File: config.mk
export PLATFORM = sky130hd
export DESIGN_NAME = fat_timestamp_converter_flat
export DESIGN_NICKNAME = d
export VERILOG_FILES = /design/src/design/fat_ts_pkg.sv /design/src/design/fat_ts_if.sv /design/src/design/fat_ts_f2e.sv /design/src/design/fat_ts_e2f.sv /design/src/design/fat_timestamp_converter.sv /design/src/flat_wrapper.sv
export SDC_FILE = /design/constraint.sdc
export NUM_CORES = 2
export LEC_CHECK = 0
export ABC_CLOCK_PERIOD_IN_PS = 23100
export BUFFER_PORTS_ARGS = -buffer_cell sky130_fd_sc_hd__buf_2
export CAP_MARGIN = 20
export CORE_ASPECT_RATIO = 1.75
export CORE_MARGIN = 3
export CORE_UTILIZATION = 50
export DETAILED_ROUTE_END_ITERATION = 16
export PLACE_DENSITY_LB_ADDON = 0.08
export SETUP_SLACK_MARGIN = 0.02
export SLEW_MARGIN = 15
export SYNTH_ARGS = -nofsm -noshare
export SYNTH_HDL_FRONTEND = slang
export SYNTH_SLANG_ARGS = --single-unit
File: constraint.sdc
create_clock -name clk -period 23.1 [get_ports clk]
set_clock_uncertainty 0.2 [all_clocks]
set_input_delay 4.62 -clock clk [delete_from_list [all_inputs] [get_ports clk]]
set_output_delay 4.62 -clock clk [all_outputs]
set_load 0.02 [all_outputs]
File: src/design/fat_ts_pkg.sv
// ----------------------------------------------------------------------------
// fat_ts_pkg
// shared types, constants and small tables for the fat timestamp converter
// ----------------------------------------------------------------------------
package fat_ts_pkg;

  localparam int FAT_W      = 16;
  localparam int EPOCH_W    = 32;
  localparam int PIPE_DEPTH = 7;

  // direction select
  localparam logic FUNC_FAT_TO_EPOCH = 1'b0;
  localparam logic FUNC_EPOCH_TO_FAT = 1'b1;

  localparam int SECS_PER_DAY  = 86400;
  localparam int SHIFT_DAYS    = 719468;
  localparam int DAYS_PER_ERA  = 146097;
  localparam int DAYS_PER_CENT = 36524;
  localparam int DAYS_PER_QUAD = 1460;
  localparam int DAYS_PER_YEAR = 365;
  localparam int FAT_BASE_YEAR = 1980;
  localparam int ERA4_YEAR     = 1600;
  localparam int ERA5_YEAR     = 2000;

  // 1980-01-01 packed
  localparam logic [FAT_W-1:0] FAT_DATE_MIN = 16'h0021;

  // era starts as day counts relative to the unix epoch (mod 2^32)
  localparam logic [31:0] ERA4_DAYS = 32'(4 * DAYS_PER_ERA - SHIFT_DAYS);
  localparam logic [31:0] ERA5_DAYS = 32'(5 * DAYS_PER_ERA - SHIFT_DAYS);

  // era starts on the shifted day axis
  localparam logic [19:0] ERA4_Z = 20'(4 * DAYS_PER_ERA);
  localparam logic [19:0] ERA5_Z = 20'(5 * DAYS_PER_ERA);

  // reciprocal constants, ceil(2^sh / d), exact over the operand ranges used
  localparam int DIV675_SH  = 35;
  localparam int DIV1460_SH = 32;
  localparam int DIV365_SH  = 32;
  localparam int DIV60_SH   = 23;
  localparam int DIV60H_SH  = 17;

  localparam logic [25:0] RECIP_675 =
    26'(((64'd1 << DIV675_SH) + 64'd674) / 64'd675);
  localparam logic [21:0] RECIP_1460 =
    22'(((64'd1 << DIV1460_SH) + 64'd1459) / 64'd1460);
  localparam logic [23:0] RECIP_365 =
    24'(((64'd1 << DIV365_SH) + 64'd364) / 64'd365);
  localparam logic [17:0] RECIP_60 =
    18'(((64'd1 << DIV60_SH) + 64'd59) / 64'd60);
  localparam logic [11:0] RECIP_60H =
    12'(((64'd1 << DIV60H_SH) + 64'd59) / 64'd60);

  typedef struct packed {
    logic [EPOCH_W-1:0] epoch_out;
    logic               bad_date;
  } f2e_res_t;

  typedef struct packed {
    logic [FAT_W-1:0] fat_date_out;
    logic [FAT_W-1:0] fat_time_out;
    logic             clamped_early;
  } e2f_res_t;

  // first day-of-year of each march-based month
  function automatic logic [8:0] month_start(input logic [3:0] mp);
    logic [8:0] r;
    case (mp)
      4'd0:    r = 9'd0;
      4'd1:    r = 9'd31;
      4'd2:    r = 9'd61;
      4'd3:    r = 9'd92;
      4'd4:    r = 9'd122;
      4'd5:    r = 9'd153;
      4'd6:    r = 9'd184;
      4'd7:    r = 9'd214;
      4'd8:    r = 9'd245;
      4'd9:    r = 9'd275;
      4'd10:   r = 9'd306;
      4'd11:   r = 9'd337;
      default: r = 9'd0;
    endcase
    return r;
  endfunction

  // year-of-era / 100 for year-of-era below 400
  function automatic logic [1:0] centuries(input logic [8:0] yoe);
    return {1'b0, yoe >= 9'd100} + {1'b0, yoe >= 9'd200} + {1'b0, yoe >= 9'd300};
  endfunction

endpackage

File: src/design/fat_ts_if.sv
// ----------------------------------------------------------------------------
// fat_ts_if
// request and result channels of the fat timestamp converter
// ----------------------------------------------------------------------------
interface fat_ts_req_if;
  import fat_ts_pkg::*;

  logic                valid;
  logic                ready;
  logic                func;
  logic [FAT_W-1:0]    fat_date_in;
  logic [FAT_W-1:0]    fat_time_in;
  logic [EPOCH_W-1:0]  epoch_in;

  modport source (output valid, func, fat_date_in, fat_time_in, epoch_in, input ready);
  modport sink   (input valid, func, fat_date_in, fat_time_in, epoch_in, output ready);
endinterface

interface fat_ts_rsp_if;
  import fat_ts_pkg::*;

  logic                valid;
  logic                ready;
  logic [EPOCH_W-1:0]  epoch_out;
  logic [FAT_W-1:0]    fat_date_out;
  logic [FAT_W-1:0]    fat_time_out;
  logic                bad_date;
  logic                clamped_early;

  modport source (output valid, epoch_out, fat_date_out, fat_time_out, bad_date,
                  clamped_early, input ready);
  modport sink   (input valid, epoch_out, fat_date_out, fat_time_out, bad_date,
                  clamped_early, output ready);
endinterface

File: src/design/fat_ts_f2e.sv
// ----------------------------------------------------------------------------
// fat_ts_f2e
// fat date/time to epoch seconds, four compute stages plus alignment stages
// ----------------------------------------------------------------------------
module fat_ts_f2e (
  input  logic                                 clk,
  input  logic [fat_ts_pkg::PIPE_DEPTH-1:0]    stage_en,
  input  logic [fat_ts_pkg::FAT_W-1:0]         fat_date_in,
  input  logic [fat_ts_pkg::FAT_W-1:0]         fat_time_in,
  output fat_ts_pkg::f2e_res_t                 res
);
  import fat_ts_pkg::*;

  // stage 1: field decode, march-based year and day of year
  logic [6:0]  yoff;
  logic [3:0]  mon;
  logic [4:0]  day;
  logic        jan_feb;
  logic [11:0] year;
  logic        era5_nxt;
  logic [8:0]  yoe_nxt;
  logic [3:0]  mshift;
  logic [8:0]  doy_nxt;
  logic        bad_nxt;

  logic [8:0]       yoe1_r;
  logic             era5_1_r;
  logic [8:0]       doy1_r;
  logic             bad1_r;
  logic [FAT_W-1:0] ftime1_r;

  always_comb begin
    yoff     = fat_date_in[15:9];
    mon      = fat_date_in[8:5];
    day      = fat_date_in[4:0];
    jan_feb  = (mon <= 4'd2);
    year     = 12'(FAT_BASE_YEAR) + {5'd0, yoff} - {11'd0, jan_feb};
    era5_nxt = (year >= 12'(ERA5_YEAR));
    yoe_nxt  = era5_nxt ? 9'(year - 12'(ERA5_YEAR)) : 9'(year - 12'(ERA4_YEAR));
    mshift   = (mon > 4'd2) ? (mon - 4'd3) : (mon + 4'd9);
    doy_nxt  = month_start(mshift) + {4'd0, day} - 9'd1;
    bad_nxt  = (mon == 4'd0) || (mon > 4'd12) || (day == 5'd0);
  end

  always_ff @(posedge clk) begin
    if (stage_en[0]) begin
      yoe1_r   <= yoe_nxt;
      era5_1_r <= era5_nxt;
      doy1_r   <= doy_nxt;
      bad1_r   <= bad_nxt;
      ftime1_r <= fat_time_in;
    end
  end

  // stage 2: day count and second of day
  logic [31:0] days_full;
  logic [15:0] days_nxt;
  logic [16:0] secs_nxt;

  logic [15:0] days2_r;
  logic [16:0] secs2_r;
  logic        bad2_r;

  always_comb begin
    days_full = (era5_1_r ? ERA5_DAYS : ERA4_DAYS)
              + 32'(yoe1_r) * 32'(DAYS_PER_YEAR)
              + 32'(yoe1_r >> 2)
              - 32'(centuries(yoe1_r))
              + 32'(doy1_r);
    days_nxt  = days_full[15:0];
    secs_nxt  = 17'(ftime1_r[15:11]) * 17'd3600
              + 17'(ftime1_r[10:5]) * 17'd60
              + 17'({ftime1_r[4:0], 1'b0});
  end

  always_ff @(posedge clk) begin
    if (stage_en[1]) begin
      days2_r <= days_nxt;
      secs2_r <= secs_nxt;
      bad2_r  <= bad1_r;
    end
  end

  // stage 3: days times seconds per day
  logic [31:0] prod3_r;
  logic [16:0] secs3_r;
  logic        bad3_r;

  always_ff @(posedge clk) begin
    if (stage_en[2]) begin
      prod3_r <= {16'd0, days2_r} * 32'(SECS_PER_DAY);
      secs3_r <= secs2_r;
      bad3_r  <= bad2_r;
    end
  end

  // stage 4: final sum, wraps mod 2^32; then alignment with the other path
  f2e_res_t res_r [3:PIPE_DEPTH-1];

  always_ff @(posedge clk) begin
    if (stage_en[3]) begin
      res_r[3].epoch_out <= bad3_r ? '0 : prod3_r + {15'd0, secs3_r};
      res_r[3].bad_date  <= bad3_r;
    end
    for (int i = 4; i < PIPE_DEPTH; i++) begin
      if (stage_en[i]) begin
        res_r[i] <= res_r[i-1];
      end
    end
  end

  assign res = res_r[PIPE_DEPTH-1];

endmodule

File: src/design/fat_ts_e2f.sv
// ----------------------------------------------------------------------------
// fat_ts_e2f
// epoch seconds to fat date/time, seven stage civil-from-days pipeline
// ----------------------------------------------------------------------------
module fat_ts_e2f (
  input  logic                                 clk,
  input  logic [fat_ts_pkg::PIPE_DEPTH-1:0]    stage_en,
  input  logic [fat_ts_pkg::EPOCH_W-1:0]       epoch_in,
  output fat_ts_pkg::e2f_res_t                 res
);
  import fat_ts_pkg::*;

  // stage 1: day number, epoch / 86400 as (epoch >> 7) / 675
  logic [50:0] q_prod;
  logic [15:0] q1_r;
  logic [31:0] ep1_r;

  assign q_prod = 51'(epoch_in[31:7]) * 51'(RECIP_675);

  always_ff @(posedge clk) begin
    if (stage_en[0]) begin
      q1_r  <= 16'(q_prod >> DIV675_SH);
      ep1_r <= epoch_in;
    end
  end

  // stage 2: second of day, day of era
  logic [31:0] day_secs;
  logic [19:0] z;
  logic        era5_nxt;
  logic [16:0] s2_r;
  logic        era5_2_r;
  logic [17:0] doe2_r;

  always_comb begin
    day_secs = 32'(q1_r) * 32'(SECS_PER_DAY);
    z        = 20'(q1_r) + 20'(SHIFT_DAYS);
    era5_nxt = (z >= ERA5_Z);
  end

  always_ff @(posedge clk) begin
    if (stage_en[1]) begin
      s2_r     <= 17'(ep1_r - day_secs);
      era5_2_r <= era5_nxt;
      doe2_r   <= 18'(z - (era5_nxt ? ERA5_Z : ERA4_Z));
    end
  end

  // stage 3: leap corrections of the day of era, minute of day
  logic [39:0] quad_prod;
  logic [34:0] min_prod;
  logic [2:0]  cent_nxt;

  logic [17:0] doe3_r;
  logic [6:0]  quad3_r;
  logic [2:0]  cent3_r;
  logic        last3_r;
  logic        era5_3_r;
  logic [16:0] s3_r;
  logic [10:0] mt3_r;

  always_comb begin
    quad_prod = 40'(doe2_r) * 40'(RECIP_1460);
    min_prod  = 35'(s2_r) * 35'(RECIP_60);
    cent_nxt  = 3'd0;
    for (int k = 1; k <= 4; k++) begin
      cent_nxt = cent_nxt + {2'd0, doe2_r >= 18'(k * DAYS_PER_CENT)};
    end
  end

  always_ff @(posedge clk) begin
    if (stage_en[2]) begin
      doe3_r   <= doe2_r;
      quad3_r  <= 7'(quad_prod >> DIV1460_SH);
      cent3_r  <= cent_nxt;
      last3_r  <= (doe2_r == 18'(DAYS_PER_ERA - 1));
      era5_3_r <= era5_2_r;
      s3_r     <= s2_r;
      mt3_r    <= 11'(min_prod >> DIV60_SH);
    end
  end

  // stage 4: year of era, hour, second
  logic [17:0] yv;
  logic [41:0] yoe_prod;
  logic [22:0] hr_prod;

  logic [8:0]  yoe4_r;
  logic [17:0] doe4_r;
  logic        era5_4_r;
  logic [4:0]  hr4_r;
  logic [10:0] mt4_r;
  logic [5:0]  sec4_r;

  always_comb begin
    yv       = doe3_r - 18'(quad3_r) + 18'(cent3_r) - {17'd0, last3_r};
    yoe_prod = 42'(yv) * 42'(RECIP_365);
    hr_prod  = 23'(mt3_r) * 23'(RECIP_60H);
  end

  always_ff @(posedge clk) begin
    if (stage_en[3]) begin
      yoe4_r   <= 9'(yoe_prod >> DIV365_SH);
      doe4_r   <= doe3_r;
      era5_4_r <= era5_3_r;
      hr4_r    <= 5'(hr_prod >> DIV60H_SH);
      mt4_r    <= mt3_r;
      sec4_r   <= 6'(s3_r - 17'(mt3_r) * 17'd60);
    end
  end

  // stage 5: day of year, minute, march-based year
  logic [17:0] yday;
  logic [8:0]  doy5_r;
  logic [11:0] year5_r;
  logic [4:0]  hr5_r;
  logic [5:0]  min5_r;
  logic [5:0]  sec5_r;

  assign yday = 18'(yoe4_r) * 18'(DAYS_PER_YEAR) + 18'(yoe4_r >> 2)
              - 18'(centuries(yoe4_r));

  always_ff @(posedge clk) begin
    if (stage_en[4]) begin
      doy5_r  <= 9'(doe4_r - yday);
      year5_r <= 12'(yoe4_r) + (era5_4_r ? 12'(ERA5_YEAR) : 12'(ERA4_YEAR));
      hr5_r   <= hr4_r;
      min5_r  <= 6'(mt4_r - 11'(hr4_r) * 11'd60);
      sec5_r  <= sec4_r;
    end
  end

  // stage 6: march-based month by threshold count
  logic [3:0]  mp_nxt;
  logic [3:0]  mp6_r;
  logic [8:0]  doy6_r;
  logic [11:0] year6_r;
  logic [4:0]  hr6_r;
  logic [5:0]  min6_r;
  logic [5:0]  sec6_r;

  always_comb begin
    mp_nxt = 4'd0;
    for (int k = 1; k < 12; k++) begin
      mp_nxt = mp_nxt + {3'd0, doy5_r >= month_start(4'(k))};
    end
  end

  always_ff @(posedge clk) begin
    if (stage_en[5]) begin
      mp6_r   <= mp_nxt;
      doy6_r  <= doy5_r;
      year6_r <= year5_r;
      hr6_r   <= hr5_r;
      min6_r  <= min5_r;
      sec6_r  <= sec5_r;
    end
  end

  // stage 7: civil date, clamp and packing
  logic        jan_feb;
  logic [3:0]  mon;
  logic [4:0]  day;
  logic [11:0] year;
  logic        clamp;
  e2f_res_t    res_nxt;
  e2f_res_t    res_r;

  always_comb begin
    jan_feb = (mp6_r >= 4'd10);
    mon     = jan_feb ? (mp6_r - 4'd9) : (mp6_r + 4'd3);
    day     = 5'(doy6_r - month_start(mp6_r) + 9'd1);
    year    = year6_r + {11'd0, jan_feb};
    clamp   = (year < 12'(FAT_BASE_YEAR));
    res_nxt.clamped_early = clamp;
    if (clamp) begin
      res_nxt.fat_date_out = FAT_DATE_MIN;
      res_nxt.fat_time_out = '0;
    end else begin
      res_nxt.fat_date_out = {7'(year - 12'(FAT_BASE_YEAR)), mon, day};
      res_nxt.fat_time_out = {hr6_r, min6_r, sec6_r[5:1]};
    end
  end

  always_ff @(posedge clk) begin
    if (stage_en[6]) begin
      res_r <= res_nxt;
    end
  end

  assign res = res_r;

endmodule

File: src/design/fat_timestamp_converter.sv
// ----------------------------------------------------------------------------
// fat_timestamp_converter
// packed fat directory timestamps to and from unix epoch seconds
// ----------------------------------------------------------------------------
// requests arrive on in_req (valid/ready); func selects the direction:
// fat date/time to epoch seconds, or epoch seconds to fat date/time.
// every request gives exactly one result on out_rsp, in request order.
// the fields of the unused direction read as zero; bad_date marks a month
// outside 1..12 or a zero day, clamped_early marks dates before 1980.
// out_rsp.valid rises once the request has passed seven register stages,
// the first loaded at acceptance; the depth is set by the civil-from-days
// path (three reciprocal multiplies in series) and the fat-to-epoch path
// is padded to the same depth.
// throughput is one request per cycle while out_rsp.ready stays high.
// each stage holds its own valid bit and a stage advances whenever the
// next one is empty or advancing, so a stalled receiver only holds the
// occupied stages; empty stages keep filling and in_req.ready drops once
// the pipeline is full.
// reset clears all valid bits; the block keeps no other state.
// ----------------------------------------------------------------------------
module fat_timestamp_converter (
  input  logic         clk,
  input  logic         rst_n,
  fat_ts_req_if.sink   in_req,
  fat_ts_rsp_if.source out_rsp
);
  import fat_ts_pkg::*;

  logic [PIPE_DEPTH-1:0] vld_r;
  logic [PIPE_DEPTH-1:0] vld_nxt;
  logic [PIPE_DEPTH-1:0] stage_en;
  logic [PIPE_DEPTH-1:0] func_r;

  f2e_res_t f2e_res;
  e2f_res_t e2f_res;

  // a stage may load when it is empty or its contents move on
  always_comb begin
    stage_en[PIPE_DEPTH-1] = !vld_r[PIPE_DEPTH-1] || out_rsp.ready;
    for (int i = PIPE_DEPTH-2; i >= 0; i--) begin
      stage_en[i] = !vld_r[i] || stage_en[i+1];
    end
  end

  always_comb begin
    vld_nxt[0] = stage_en[0] ? in_req.valid : vld_r[0];
    for (int i = 1; i < PIPE_DEPTH; i++) begin
      vld_nxt[i] = stage_en[i] ? vld_r[i-1] : vld_r[i];
    end
  end

  always_ff @(posedge clk) begin
    if (!rst_n) begin
      vld_r <= '0;
    end else begin
      vld_r <= vld_nxt;
    end
  end

  always_ff @(posedge clk) begin
    if (stage_en[0]) begin
      func_r[0] <= in_req.func;
    end
    for (int i = 1; i < PIPE_DEPTH; i++) begin
      if (stage_en[i]) begin
        func_r[i] <= func_r[i-1];
      end
    end
  end

  fat_ts_f2e u_f2e (
    .clk         (clk),
    .stage_en    (stage_en),
    .fat_date_in (in_req.fat_date_in),
    .fat_time_in (in_req.fat_time_in),
    .res         (f2e_res)
  );

  fat_ts_e2f u_e2f (
    .clk      (clk),
    .stage_en (stage_en),
    .epoch_in (in_req.epoch_in),
    .res      (e2f_res)
  );

  assign in_req.ready  = stage_en[0];
  assign out_rsp.valid = vld_r[PIPE_DEPTH-1];

  always_comb begin
    if (func_r[PIPE_DEPTH-1] == FUNC_EPOCH_TO_FAT) begin
      out_rsp.epoch_out     = '0;
      out_rsp.fat_date_out  = e2f_res.fat_date_out;
      out_rsp.fat_time_out  = e2f_res.fat_time_out;
      out_rsp.bad_date      = 1'b0;
      out_rsp.clamped_early = e2f_res.clamped_early;
    end else begin
      out_rsp.epoch_out     = f2e_res.epoch_out;
      out_rsp.fat_date_out  = '0;
      out_rsp.fat_time_out  = '0;
      out_rsp.bad_date      = f2e_res.bad_date;
      out_rsp.clamped_early = 1'b0;
    end
  end

endmodule

File: src/flat_wrapper.sv
// flat-port wrapper written by rule: the top's interface ports become plain ports
module fat_timestamp_converter_flat import fat_ts_pkg::*;
  (clk, rst_n, in_req_valid, in_req_func, in_req_fat_date_in, in_req_fat_time_in, in_req_epoch_in, in_req_ready, out_rsp_valid, out_rsp_epoch_out, out_rsp_fat_date_out, out_rsp_fat_time_out, out_rsp_bad_date, out_rsp_clamped_early, out_rsp_ready);
  fat_ts_req_if in_req_i ();
  fat_ts_rsp_if out_rsp_i ();
  input  logic clk;
  input  logic rst_n;
  input wire logic [$bits(in_req_i.valid)-1:0] in_req_valid;
  input wire logic [$bits(in_req_i.func)-1:0] in_req_func;
  input wire logic [$bits(in_req_i.fat_date_in)-1:0] in_req_fat_date_in;
  input wire logic [$bits(in_req_i.fat_time_in)-1:0] in_req_fat_time_in;
  input wire logic [$bits(in_req_i.epoch_in)-1:0] in_req_epoch_in;
  output wire logic [$bits(in_req_i.ready)-1:0] in_req_ready;
  output wire logic [$bits(out_rsp_i.valid)-1:0] out_rsp_valid;
  output wire logic [$bits(out_rsp_i.epoch_out)-1:0] out_rsp_epoch_out;
  output wire logic [$bits(out_rsp_i.fat_date_out)-1:0] out_rsp_fat_date_out;
  output wire logic [$bits(out_rsp_i.fat_time_out)-1:0] out_rsp_fat_time_out;
  output wire logic [$bits(out_rsp_i.bad_date)-1:0] out_rsp_bad_date;
  output wire logic [$bits(out_rsp_i.clamped_early)-1:0] out_rsp_clamped_early;
  input wire logic [$bits(out_rsp_i.ready)-1:0] out_rsp_ready;
  assign in_req_i.valid = in_req_valid;
  assign in_req_i.func = in_req_func;
  assign in_req_i.fat_date_in = in_req_fat_date_in;
  assign in_req_i.fat_time_in = in_req_fat_time_in;
  assign in_req_i.epoch_in = in_req_epoch_in;
  assign in_req_ready = in_req_i.ready;
  assign out_rsp_valid = out_rsp_i.valid;
  assign out_rsp_epoch_out = out_rsp_i.epoch_out;
  assign out_rsp_fat_date_out = out_rsp_i.fat_date_out;
  assign out_rsp_fat_time_out = out_rsp_i.fat_time_out;
  assign out_rsp_bad_date = out_rsp_i.bad_date;
  assign out_rsp_clamped_early = out_rsp_i.clamped_early;
  assign out_rsp_i.ready = out_rsp_ready;
  fat_timestamp_converter u_core (.clk(clk), .rst_n(rst_n), .in_req(in_req_i), .out_rsp(out_rsp_i));
endmodule
==> qor.txt <==
status: complete, no violations
Hold Vio Cnt, Final: 0
ys flop type: edfxtp_1
# hold bufs at CTS: 0
Critical Path AT: 6.27 ns
max cap viols: 0
die area: 118000 um^2
Syn Inst Count: 5001
vias per inst: 5.09
buffer depth of the longest clock path: 3
setup TNS: 0 ns
clk root buf: clkbuf_16
clk slew on worst S/H paths: 0.06 ns
Post-Syn Nets: 6908
detailed-route via count: 34122
crit-path max FO: 8
Slew @ Worst Pin: 1.01 ns
first drt pass iteration count: 4
die width: 261 um
vias in the first global route: 37545
H-Tree Depth: 2
pin count of the biggest net entering global routing: 71
achievable frequency: 90.2 MHz
crit path max-delay cell type: and3_1
core area: 112000 um^2
Setup crit start kind: input port
Yosys cell types: 73
Final Core Density: 54.5%
Post-synth EDFFs: 503
DRC: 0
Synth Area per Inst: 11.3 um^2
fin nets: 7091
Resized Gates After CTS: 0
Synth Register Bits: 515
GPL Wtd Cong: 0.951
Sink Count: 515
register area share after synthesis: 27.0%
crit path kind: input port to output pin
yosys warns: 0
Initial DRC Count: 1039
initial antenna violation count: 5
synth-to-layout area growth: 7.76%
drt total wl: 123000 um
first-pass GRT wire length: 198000 um
critical path capture point type: output pin
die height: 452 um
Async S/R FF share, synth: 0%
Initial Utilization: 50.6%
Port Buffers: 135
Rows: 162
synthesized area: 56700 um^2
headroom to the max-slew limit: 32.0%
CP cell instances: buf_2 -> nor2b_1 -> and2_1 -> and3_1 -> and3_1 -> nand2_4 -> buf_2
gr usage total: 21.7%
Hold Path Class: flop to flop
CTS tree: done
Setup Buffers After CTS: 0
grt ovf: 0
fin. max-slew vios: 0
WP data required: 18.28 ns
worst skew pair latency: 0.63 ns
RSZ-0062 raised after global routing: false
CTS buffer count: 52
post-detailed-route count of antenna-violating nets: 0
DR WL/cell: 18.3 um
layout cells sized above 1: 5.62%
fin crit share: 48.0%
# IOs: 137
Setup violations, final: 0
DP HPWL: 107000 um
CP max stage delay: 0.35 ns
min Tclk post-route: 11.09 ns
-- per-layer routing --
metal / wire, um / vias up / track usage, % / part of all wire, %
met5: 13 / - / 0 / 0.011
met4: 6410 / 2 / 9.60 / 5.2
met3: 2470 / 238 / 1.89 / 2.0
met2: 69800 / 412 / 43.3 / 57
met1: 44000 / 16721 / 22.7 / 36
li1: - / 16749 / - / -
-- worst paths after layout --
path | slack (ns) | start | to | cells past startpoint
setup / recovery | 12.01 | out_rsp_ready | in_req_ready | 7
setup reg to reg | 12.33 | u_core.u_e2f.doe3_r[0] | u_core.u_e2f.yoe4_r[8] | 35
hold / removal | 0.19 | u_core.u_e2f.year5_r[3] | u_core.u_e2f.year6_r[3] | 0
hold reg to reg | 0.19 | u_core.u_e2f.year5_r[3] | u_core.u_e2f.year6_r[3] | 0
-- worst max-delay path, delay by kind of cell --
family	cells	cell delay (ns)
buf+inv	2	0.30
simple gates	5	1.34
-- logic make-up (layout without fill, tap and decap cells) --
family | after synthesis | after routing | synth area share, %
other | 1 | 3 | 0.00661
and+or+nand+nor | 589 | 589 | 5.18
xor gates and xnor gates | 252 | 252 | 3.90
AOI/OAI and AO/OA | 538 | 538 | 6.17
adders and majority gates | 1838 | 1838 | 49.2
buffers and inverters | 1257 | 1484 | 8.32
DFF | 515 | 515 | 27.0
muxes | 11 | 11 | 0.212
-- through the flow --
| stage | setup slack, ns | instance area (um^2) | cells | hold slack (ns) |
|---|---|---|---|---|
| 6_report | 12.01 | 61100 | 6706 | 0.188 |
| 5_1_grt | 11.66 | 61100 | 6704 | 0.204 |
| 4_1_cts | 11.93 | 61100 | 6704 | 0.184 |
| 3_5_place_dp | 11.47 | 59300 | 6606 | 0.205 |
| 3_3_place_gp | 11.54 | 59300 | 6606 | 0.201 |
| 2_1_floorplan | 11.37 | 56700 | 5001 | 0.200 |
-- synthesized netlist by cell type (36+ instances only) --
cell	number	area share (%)
nand2_1	121	0.80
fa_1	652	23
nor2b_1	99	1.1
nor3_1	36	0.32
xor2_1	66	1.0
nor2_1	150	0.99
and2_1	40	0.44
edfxtp_1	503	27
ha_1	1186	26
xnor2_1	185	2.9
inv_1	1230	8.1
o21ai_0	102	0.90
a21o_1	60	0.79
a21oi_1	161	1.4
-- cell type report --
class / instances / area (um^2)
sequential: 515 / 15300
clock inverter: 36 / 437
inverter: 1231 / 4620
fill: 9833 / 51000
tap: 1476 / 1850
clock buffer: 62 / 1350
timing repair buffer: 155 / 826
multi-input combinational: 3229 / 36700
antenna: 2 / 5.00
-- registers in the layout, summed over array words and instances, names as in the netlist, 11 cells and up, named ones only --
| name | cells |
|---|---|
| u_core.u_e2f.doe2_r | 18 |
| u_core.u_e2f.doe3_r | 18 |
| u_core.u_e2f.ep1_r | 17 |
| u_core.u_e2f.mt3_r | 11 |
| u_core.u_e2f.q1_r | 16 |
| u_core.u_e2f.res | 33 |
| u_core.u_e2f.s2_r | 17 |
| u_core.u_e2f.year5_r | 12 |
| u_core.u_e2f.year6_r | 12 |
| u_core.u_f2e.days2_r | 16 |
| u_core.u_f2e.ftime1_r | 16 |
| u_core.u_f2e.prod3_r | 25 |
| u_core.u_f2e.res_r | 128 |
| u_core.u_f2e.secs2_r | 16 |
| u_core.u_f2e.secs3_r | 16 |
-- layout by cell type (no fill, tap or decap), types with 23 or more instances in the layout --
| cell type | instances |
|---|---|
| a211oi_1 | 23 |
| a21o_1 | 60 |
| a21oi_1 | 161 |
| a31oi_1 | 23 |
| and2_1 | 40 |
| buf_2 | 135 |
| clkbuf_16 | 52 |
| edfxtp_1 | 503 |
| fa_1 | 652 |
| ha_1 | 1186 |
| inv_1 | 1227 |
| nand2_1 | 118 |
| nand3_1 | 34 |
| nand4_1 | 32 |
| nor2_1 | 150 |
| nor2b_1 | 99 |
| nor3_1 | 36 |
| o21a_1 | 28 |
| o21ai_0 | 102 |
| o21bai_1 | 29 |
| xnor2_1 | 185 |
| xor2_1 | 66 |
Power is left out: the tool's default activity adds up to more than one toggle a clock period on the data nets, which glitch-free logic cannot reach.
